File: src/design/taes_pkg.sv
`default_nettype none

package taes_pkg;

	localparam int DEPTH     = 16;
	localparam int NUM_DET   = 7;
	localparam int CNT_W     = $clog2(DEPTH + 1);
	localparam int DET_W     = 3;
	localparam int RAW_W     = 62;
	localparam int TIME_W    = 63;
	localparam int CORR_W    = RAW_W + 2;
	localparam int TAG_W     = 16;
	localparam int CFG_W     = 21;
	localparam int CFG_IDX_W = $clog2(NUM_DET + 1);
	localparam int WIN_IDX   = NUM_DET;

	localparam logic signed [TIME_W-1:0] TIME_MAX = {1'b0, {(TIME_W-1){1'b1}}};

	typedef struct packed {
		logic signed [TIME_W-1:0] time_ns;
		logic [DET_W-1:0]         det;
		logic [TAG_W-1:0]         tag;
	} entry_t;

	typedef enum logic [1:0] {
		CELL_KEEP,
		CELL_INSERT,
		CELL_POP
	} cell_op_t;

	typedef struct packed {
		cell_op_t op;
		entry_t   ins;
	} cell_cmd_t;

endpackage

`default_nettype wire

File: src/design/taes_cell.sv
`default_nettype none

module taes_cell import taes_pkg::*; (
	input  wire logic      clk,
	input  wire cell_cmd_t cmd,
	input  wire logic      occ,
	input  wire logic      gt_left,
	input  wire entry_t    left,
	input  wire entry_t    right,
	output logic           gt,
	output entry_t         data
);

	entry_t data_q;

	// empty cells count as later than anything
	assign gt   = !occ || (data_q.time_ns > cmd.ins.time_ns);
	assign data = data_q;

	always_ff @(posedge clk) begin
		case (cmd.op)
			CELL_INSERT: begin
				if (gt) begin
					data_q <= gt_left ? left : cmd.ins;
				end
			end
			CELL_POP: begin
				data_q <= right;
			end
			default: begin
			end
		endcase
	end

endmodule

`default_nettype wire

File: config.mk
export PLATFORM = sky130hd
export DESIGN_NAME = taes_cell
export DESIGN_NICKNAME = d
export VERILOG_FILES = /design/src/design/taes_pkg.sv /design/src/design/taes_cell.sv
export SDC_FILE = /design/constraint.sdc
export NUM_CORES = 1
export LEC_CHECK = 0
export ABC_CLOCK_PERIOD_IN_PS = 8119
export BUFFER_PORTS_ARGS = -buffer_cell sky130_fd_sc_hd__buf_2
export CORE_MARGIN = 4
export CORE_UTILIZATION = 35
export DETAILED_ROUTE_END_ITERATION = 12
export GPL_TIMING_DRIVEN = 1
export PLACE_DENSITY_LB_ADDON = 0.2
export SLEW_MARGIN = 20
export SYNTH_ARGS = -nofsm -noshare
export SYNTH_HDL_FRONTEND = slang
export SYNTH_SLANG_ARGS = --single-unit
File: constraint.sdc
create_clock -name clk -period 8.12 [get_ports clk]
set_input_delay 1.624 -clock clk [delete_from_list [all_inputs] [get_ports clk]]
set_output_delay 1.624 -clock clk [all_outputs]
set_load 0.05 [all_outputs]
==> results.yml, run 1 <==
run_status:
  status: "complete, no violations"
floorplan:
  die_w_um: 136
  design.core.area_um2: 16000
  rows: 46
  start_util_pct: 36.0
  ioPinCount: 334
  die_h_um: 136
  die-area_um2: 18600
drt:
  firstDrtPassIters: 4
  drtIter0Drc: 167
  drc: 0
  ant_nets: 0
  wl_per_cell_um: 15.7
  vias: 5315
  vias_per_cell: 4.70
  finalWirelength_um: 17700
power_and_ir_drop:
  p_per_area_nw_per_um2: 184
  power_frac_comb_pct: 34.1
  ir_drop_mv: 0.118
  switching_share_pct: 36.4
  p_clk_share_pct: 27.7
  leakage_nw: 4.00
  switchingPower_mw: 0.531
  seq_power_share_pct: 38.2
  internal_power_mw: 0.929
synthesis:
  synth.net_count: 904
  synth_edf_count: 82
  yosys.area_share.simple_pct: 10.2
  ys_ff_latch: 82
  ys.warnings.count: 0
  syn_inst: 590
  synthMuxAreaShare_pct: 14.2
  async_reset_ff_share_pct: 0
  synth_xor_xnor_area_share_pct: 0.152
  synth_seq_area_share_pct: 42.7
  synth.area.top_cells: "edfxtp_1 43%, mux2i_1 14%, ha_1 14%"
  yosys.area.top_type: "edfxtp_1"
  synth_compound_area_share_pct: 12.8
  netlist_area_um2: 5760
  syn_area_per_cell_um2: 9.77
  synth_ff_type: "edfxtp_1"
  yosysTopAreaCellShare_pct: 42.7
  synth_cell_types: 35
  synthAdderAreaFrac_pct: 13.7
  synth_top_family_by_area: "multiplexers"
sta:
  slew_headroom_pct: 48.0
  drv_slew: 0
  skew_ps: 9.70
  worst_slew_pin_slew_ps: 781
  setup_tns_ps: 0
  finalCriticalPeriod_ps: 5820
  period_share_pct: 71.7
  hold_viol: 0
  clock.fmax_mhz: 172
  rsz0062_at_grt: "false"
  setup_violations: 0
global_route:
  grt_pass1_vias: 5254
  antenna_found_initial: 1
  track_usage_pct: 18.5
  grt_max_degree: 133
  grt_pass1_wl_um: 26600
  grt_overflow: 0
clock_network:
  clockBufferDepth: 2
  cts_tree: "done"
  cts-root-buf: "clkbuf_16"
  cts_num_sinks: 82
  cts-buffers-inserted: 9
  ctsResizeCount: 0
  clk_pin_slew_worst_paths_ps: 60
  clk_latency_ps: 350
  cts_setup_buffers: 0
  cts_hold_buf: 0
  cts_max_level: 3
finish:
  final_util_pct: 49.5
  largest_register_ffs: 82
  drive_gt1_share_pct: 38.9
  area_delta_synth_final_pct: 37.6
  final_area_um2: 7930
  nets: 1225
  stdcell_count: 1132
  antenna_cells: 0
critical_path:
  critPathKind: "in2out"
  cp.required_ps: 6500
  critical-path-slowest-cell: "nor4_1"
  crit_family: "simple AND/OR/NAND/NOR gates"
  startpoint_type: "primary input"
  slowest_delay_ps: 670
  cp-end-kind: "primary output"
  path_max_fanout: 5
  critPathArrivalTime_ps: 4200
  crit_chain: "buf_2 -> inv_1 -> ha_1 -> nand4_1 -> nor4_1 -> nand4_1 -> a31oi_1 -> nor4_2 -> xnor2_1 -> o21ai_1 -> buf_2"
  crit_buf_inv: 3
place:
  io_buffers: 333
  place_hpwl_um: 14700
  dp.cells: 1116
  placed_area_um2: 7630
  gp_congestion: 0.771
min_path:
  hold_path.class: "reg2reg"
run:
  cap_violations: 0
power by group through the flow:
| stage | registers, mW | logic (mW) | clock network, mW |
|---|---|---|---|
| floorplan | 0.741 | 0.167 | 0 |
| global placement | 0.565 | 0.503 | 0 |
| detailed placement | 0.567 | 0.505 | 0 |
| CTS | 0.559 | 0.507 | 0.416 |
| global route | 0.564 | 0.547 | 0.433 |
| finish | 0.558 | 0.498 | 0.404 |
synthesized netlist by cell type (2+ instances only):
cell type	instances
a211oi_1	3
a21o_1	4
a21oi_1	22
a21oi_2	2
a221oi_1	3
buf_1	4
buf_2	2
clkbuf_1	21
edfxtp_1	82
ha_1	63
inv_1	67
mux2i_1	82
nand2_1	93
nand3_1	7
nand3b_1	2
nand4_1	14
nor2_1	7
nor2b_1	3
nor3_1	2
nor4_1	2
o21ai_0	90
o21ai_1	2
worst min-delay path, stage by stage, from the launching register on:
cell and delay, ps:
edfxtp_1 370, ha_1 240, nand3b_1 130, o211ai_1 100
buf_4 270
area by class of cell:
| type | instances | area [um2] |
|---|---|---|
| fill | 1601 | 8070 |
| multi-input combinational | 414 | 2950 |
| sequential | 82 | 2460 |
| timing repair buffer | 337 | 1700 |
| tap | 216 | 270 |
| inverter | 67 | 251 |
| clock buffer | 11 | 233 |
| clock inverter | 5 | 55.1 |
cell families (layout without fill, tap and decap cells):
| kind of cell | after synthesis | count (layout) |
|---|---|---|
| buffers and inverters | 94 | 420 |
| AND/OR/NAND/NOR | 133 | 133 |
| AO/OA/AOI/OAI | 135 | 135 |
| adder cells (fa/ha/maj) | 63 | 63 |
| flip-flops | 82 | 82 |
| XOR/XNOR | 1 | 1 |
| multiplexers | 82 | 82 |
layout by cell type, fill, tap and decap left out, types with 2 or more instances in the layout:
cell type,synthesis,routed
a211oi_1,3,3
a21o_1,4,4
a21oi_1,22,22
a21oi_2,2,2
a221oi_1,3,3
buf_2,2,332
buf_4,0,4
clkbuf_1,21,2
clkbuf_16,0,9
clkinv_2,0,2
clkinvlp_4,0,2
edfxtp_1,82,82
ha_1,63,63
inv_1,67,67
mux2i_1,82,82
nand2_1,93,93
nand3_1,7,7
nand3b_1,2,2
nand4_1,14,14
nor2_1,7,7
nor2b_1,3,2
nor3_1,2,2
nor4_1,2,2
o21ai_0,90,90
o21ai_1,2,2
path summary, 6_finish.rpt:
kind / startpoint / endpoint / slack [ps] / depth (start not counted)
setup / recovery: cmd[81] / gt / 2300 / 11
hold / removal: data[81] / data[1] / 1340 / 4
setup reg to reg: data[81] / data[31] / 4620 / 8
hold reg to reg: data[81] / data[1] / 1340 / 4
metal layers:
| layer | part of all wire, % | up-vias | GRT usage (%) |
|---|---|---|---|
| met1 | 40 | 2331 | 21.4 |
| met2 | 49 | 199 | 32.6 |
| met3 | 9.9 | 13 | 6.03 |
| li1 | - | 2770 | - |
| met4 | 1.3 | 2 | 5.43 |
| met5 | 0.068 | - | 0 |
per-stage QoR:
stage / setup WS [ps] / hold WS (ps) / power [mW]
after floorplan: 690 / 1810 / 0.908
after global routing: 2150 / 1460 / 1.54
final: 2300 / 1340 / 1.46
after detailed placement: 2280 / 1370 / 1.07
after CTS: 2260 / 1380 / 1.48
after global placement: 2410 / 1350 / 1.07
No activity file was read; power rests on OpenSTA's default activity.
==> inputs of run 2 (changes only) <==
--- a/config.mk
+++ b/config.mk
@@ -5,7 +5,7 @@
 export SDC_FILE = /design/constraint.sdc
 export NUM_CORES = 1
 export LEC_CHECK = 0
-export ABC_CLOCK_PERIOD_IN_PS = 8119
+export ABC_CLOCK_PERIOD_IN_PS = 6100
 export BUFFER_PORTS_ARGS = -buffer_cell sky130_fd_sc_hd__buf_2
 export CORE_MARGIN = 4
 export CORE_UTILIZATION = 35
==> constraint.sdc (replaced) <==
create_clock -name clk -period 6.1 [get_ports clk]
set_input_delay 1.22 -clock clk [delete_from_list [all_inputs] [get_ports clk]]
set_output_delay 1.22 -clock clk [all_outputs]
set_load 0.05 [all_outputs]
==> run 2 against run 1 <==
Compared with the run above: power is 33% higher; critical endpoint unchanged; highest routed layer unchanged; largest power group unchanged; critical path type unchanged; setup slack worse by 990 ps; critical path depth stayed put; clock skew is 1.2 ps lower; sequential share of layout area is 0.55 points lower; combinational power is 36% higher; via count is 2.0% higher; sequential cell count stayed put; worst hold slack worse by 190 ps; first-iteration DRC count is 16% higher.
==> results.yml, run 2 (same netlist as run 1, synthesis figures left out) <==
finish:
  seqCellArea_um2: 2460
  multi_input_area_um2: 3090
  nets: 1226
  antenna_cells: 0
  fillCellCount: 1571
  mostFrequentLayoutCells: "332 x buf_2, 93 x nand2_1, 90 x o21ai_0"
  mostFrequentLayoutCell: "buf_2"
  drive_gt1_share_pct: 41.1
  largest_register_ffs: 82
  area_delta_synth_final_pct: 40.0
drt:
  finalWirelength_um: 18600
  vias: 5419
  ant_nets: 0
  vias_per_cell: 4.79
  firstDrtPassIters: 5
  drtIter0Drc: 193
  wl_per_cell_um: 16.5
  drc: 0
clock_network:
  clockBufferDepth: 2
  cts_num_sinks: 82
  clk_pin_slew_worst_paths_ps: 60
  cts_setup_buffers: 0
  cts-buffers-inserted: 9
  cts_max_level: 3
  cts_tree: "done"
  cts-root-buf: "clkbuf_16"
  cts_hold_buf: 0
  ctsResizeCount: 0
  clk_latency_ps: 340
critical_path:
  critical-path-slowest-cell: "nor4_1"
  startpoint_type: "primary input"
  crit_family: "simple AND/OR/NAND/NOR gates"
  critPathArrivalTime_ps: 3570
  crit_buf_inv: 3
  critPathKind: "in2out"
  cp.required_ps: 4880
  crit_chain: "buf_2 -> inv_1 -> ha_1 -> nand4_1 -> nor4_1 -> nand4_1 -> a31oi_1 -> nor4_2 -> xnor2_1 -> o21ai_1 -> buf_2"
  cp-end-kind: "primary output"
  slowest_delay_ps: 500
  path_max_fanout: 4
sta:
  rsz0062_at_grt: "false"
  setup_violations: 0
  hold_slack_ps: 1150
  clock.fmax_mhz: 209
  worst_slew_pin_slew_ps: 1010
  finalCriticalPeriod_ps: 4790
  drv_slew: 0
  setup_tns_ps: 0
  skew_ps: 8.47
  hold_viol: 0
  period_share_pct: 78.6
  slew_headroom_pct: 32.8
floorplan:
  die-area_um2: 18600
  design.core.area_um2: 16000
  die_w_um: 136
  start_util_pct: 36.0
  rows: 46
  die_h_um: 136
  ioPinCount: 334
global_route:
  grt_overflow: 0
  grt_max_degree: 89
  grt_pass1_vias: 5409
  antenna_found_initial: 3
  grt_pass1_wl_um: 27500
  track_usage_pct: 19.3
power_and_ir_drop:
  p_clk_share_pct: 26.8
  seq_power_share_pct: 38.4
  power_frac_comb_pct: 34.8
  internal_power_mw: 1.24
  p_per_area_nw_per_um2: 241
  ir_drop_mv: 0.114
  switching_share_pct: 36.4
  leakage_nw: 4.00
  switchingPower_mw: 0.708
place:
  place_hpwl_um: 15300
  io_buffers: 333
  gp_congestion: 0.781
run:
  cap_violations: 0
run_status:
  status: "complete, no violations"
min_path:
  hold_path.class: "in2reg"
## run 2: worst reg2reg max path: cells and delay by family, from the launching register on
| kind | cells | cell delay, ps |
|---|---|---|
| AND/OR/NAND/NOR | 4 | 1020 |
| buffers and inverters | 1 | 620 |
| AO/OA/AOI/OAI | 2 | 490 |
| flip-flops | 1 | 410 |
| adder cells (fa/ha/maj) | 1 | 330 |
## run 2: routing by layer
layer	track usage, %	vias to the layer above	share of wire (%)
li1	-	2771	-
met1	21.7	2416	38
met2	34.4	207	50
met3	7.11	19	11
met4	4.87	6	1.1
met5	0	-	0.20
## run 2: power groups by stage
stage / registers [mW] / logic, mW / clock network [mW]
floorplan: 0.990 / 0.231 / 0
global placement: 0.757 / 0.683 / 0
detailed placement: 0.759 / 0.684 / 0
CTS: 0.749 / 0.687 / 0.536
global route: 0.755 / 0.742 / 0.558
finish: 0.748 / 0.677 / 0.522
## run 2: layout make-up
class / instances / share of cell area, %
inverters: 67 / 3.33
flip-flops and latches: 82 / 30.5
clock buffers: 9 / 2.79
well taps: 216 / 3.35
repair buffers: 338 / 21.2
multi-input cells: 414 / 38.3
clock inverters: 5 / 0.589
## run 2: per-stage QoR
stage	util (%)	total power [mW]	instances	cell area, um2	worst slack [ps]
detailed placement	48.7	1.44	1117	7800	1160
finish	50.4	1.95	1131	8070	1310
CTS	50.4	1.97	1131	8070	1140
global route	50.4	2.06	1131	8070	1030
global placement	48.7	1.44	1117	7800	1070
floorplan	-	1.22	590	5920	-696
## run 2: worst paths after layout
| path | startpoint | to | slack (ps) | cells after the start |
|---|---|---|---|---|
| setup / recovery | cmd[45] | gt | 1310 | 11 |
| hold / removal | right[24] | data[24] | 1150 | 3 |
| setup reg to reg | data[45] | data[5] | 2790 | 8 |
| hold reg to reg | data[81] | data[81] | 1260 | 4 |
==> inputs of run 3 (changes only) <==
--- a/config.mk
+++ b/config.mk
@@ -5,7 +5,8 @@
 export SDC_FILE = /design/constraint.sdc
 export NUM_CORES = 1
 export LEC_CHECK = 0
-export ABC_CLOCK_PERIOD_IN_PS = 6100
+export ABC_AREA = 1
+export ABC_CLOCK_PERIOD_IN_PS = 4400
 export BUFFER_PORTS_ARGS = -buffer_cell sky130_fd_sc_hd__buf_2
 export CORE_MARGIN = 4
 export CORE_UTILIZATION = 35
==> constraint.sdc (replaced) <==
create_clock -name clk -period 4.4 [get_ports clk]
set_input_delay 0.88 -clock clk [delete_from_list [all_inputs] [get_ports clk]]
set_output_delay 0.88 -clock clk [all_outputs]
set_load 0.05 [all_outputs]
==> run 3 against run 2 <==
Compared with the run above: sequential power rose by 32%; power rose by 33%; critical path depth up 6; critical endpoint unchanged; combinational power is 27% higher; synthesized area rose by 4.0%; design area is 1.1% higher; core utilization shrank 1.6 points; sequential cell count unchanged; final cell count up 10%; sequential share of layout area fell by 0.33 points; worst hold slack got worse by 330 ps.
==> results.yml, run 3 <==
synthesis:
  synth_commonest_cells: "194 x nand2_1, 89 x inv_1, 82 x edfxtp_1"
  ys_ff_latch: 82
  syn_inst: 706
  netlist_area_um2: 5990
  synth_edf_count: 82
  yosys.area.top_type: "edfxtp_1"
  synth_cell_types: 24
  async_reset_ff_share_pct: 0
  ys.warnings.count: 0
  syn_area_per_cell_um2: 8.49
  synth_most_common_cell: "nand2_1"
  synth.area.top_cells: "edfxtp_1 41%, ha_1 13%, nand2_1 12%"
  synth.net_count: 1020
  synth_ff_type: "edfxtp_1"
  synth_seq_area_share_pct: 41.1
  yosysTopAreaCellShare_pct: 41.1
critical_path:
  path_max_fanout: 3
  critPathKind: "in2out"
  cp-end-kind: "primary output"
  startpoint_type: "primary input"
  critPathArrivalTime_ps: 2630
  cp.required_ps: 3520
finish:
  drive_gt1_share_pct: 35.4
  nets: 1334
  mostFrequentLayoutCell: "buf_2"
  mostFrequentLayoutCells: "332 x buf_2, 192 x nand2_1, 89 x inv_1"
  final_util_pct: 48.8
  area_delta_synth_final_pct: 36.1
  largest_register_ffs: 82
  final_area_um2: 8160
place:
  placed_area_um2: 7870
  place_hpwl_um: 15800
  io_buffers: 333
  gp_congestion: 0.794
clock_network:
  cts_max_level: 3
  cts_tree: "done"
  cts-root-buf: "clkbuf_16"
  ctsResizeCount: 0
  clk_latency_ps: 340
  cts_hold_buf: 0
  clockBufferDepth: 2
  cts-buffers-inserted: 9
  cts_setup_buffers: 0
  clk_pin_slew_worst_paths_ps: 70
  cts_num_sinks: 82
floorplan:
  die_w_um: 139
  ioPinCount: 334
  start_util_pct: 35.9
  die-area_um2: 19300
  die_h_um: 139
  rows: 47
  design.core.area_um2: 16700
drt:
  vias_per_cell: 4.74
  ant_nets: 0
  wl_per_cell_um: 15.5
  firstDrtPassIters: 4
  drc: 0
  vias: 5909
  finalWirelength_um: 19300
  drtIter0Drc: 254
power_and_ir_drop:
  fin_total_pwr_mw: 2.60
  leakage_nw: 4.07
  ir_drop_mv: 0.233
  p_per_area_nw_per_um2: 318
global_route:
  grt_pass1_wl_um: 29600
  grt_overflow: 0
  grt_max_degree: 103
  track_usage_pct: 19.2
  grt_pass1_vias: 5665
  antenna_found_initial: 2
sta:
  drv_slew: 0
  period_share_pct: 79.8
  skew_ps: 11.9
  setup_violations: 0
  slew_headroom_pct: 53.6
  finalCriticalPeriod_ps: 3510
  setup_tns_ps: 0
  rsz0062_at_grt: "false"
  hold_slack_ps: 819
  worst_slew_pin_slew_ps: 695
  clock.fmax_mhz: 285
  hold_viol: 0
run:
  cap_violations: 0
min_path:
  hold_path.class: "in2reg"
run_status:
  status: "complete, no violations"
[run 3: cell types whose count changed in the layout (fill, tap and decap cells not counted), sizes merged, moves of 10 or more]
cell | before | now
nand2 | 93 | 196
nor2 | 7 | 46
o21ai | 92 | 2
a31oi | 1 | 21
nand4 | 15 | 5
o21a | 1 | 61
o211ai | 1 | 61
mux2i | 82 | 0
inv | 67 | 93
[run 3: logic make-up (layout without fill, tap and decap cells)]
group                    count (synthesis)  in the layout  share of synthesized area [%]
buffers and inverters                  125            444                           8.12
other                                    0              1                              0
AND/OR/NAND/NOR                        265            265                           17.7
AO/OA/AOI/OAI                          171            171                           20.0
flip-flops                              82             82                           41.1
adder cells (fa/ha/maj)                 63             63                           13.1
[run 3: layer usage]
metal / vias up / wire length (um) / global-route usage [%] / part of all wire [%]
met3: 26 / 1380 / 4.97 / 7.2
met4: 2 / 424 / 6.08 / 2.2
met2: 197 / 9450 / 33.5 / 49
met5: - / 12 / 0 / 0.062
li1: 3072 / - / - / -
met1: 2612 / 8020 / 23.1 / 42
[run 3: layout make-up]
cell class / instances / area (um2)
clock inverter: 7 / 58.8
multi-input combinational: 499 / 3060
tap: 220 / 275
antenna: 1 / 2.50
clock buffer: 9 / 225
inverter: 89 / 334
sequential: 82 / 2460
fill: 1685 / 8540
timing repair buffer: 339 / 1740
[run 3: path summary, 6_finish.rpt]
kind	from	cells past startpoint	to	slack, ps
worst max-delay path	cmd[25]	17	gt	890
worst min-delay path	right[80]	2	data[80]	820
worst max register to register	data[53]	17	data[68]	1550
worst min register to register	data[81]	6	data[78]	1440
[run 3: critical path, stage by stage]
cell and delay (ps):
buf_2 100, inv_1 60, ha_1 300, nand2_1 170, inv_1 60, a21oi_1 130
nand2_1 80, nand2_1 60, nand2_1 50, nand2_1 60, nand2_2 60, nand2_1 80
nand2_1 50, nand2_1 70, nand3_2 80, nand2_2 80, buf_2 260
[run 3: stage by stage]
stage	setup slack (ps)	std cells
floorplan	656	706
detailed placement	865	1229
CTS	857	1245
finish	887	1246
global route	647	1246
global placement	875	1229
[run 3: power by group]
group | internal (mW) | leakage (nW) | switching [mW]
clock | 0.392 | 0.133 | 0.350
sequential | 0.959 | 0.788 | 0.0315
combinational | 0.286 | 3.15 | 0.577
total | 1.64 | 4.07 | 0.958
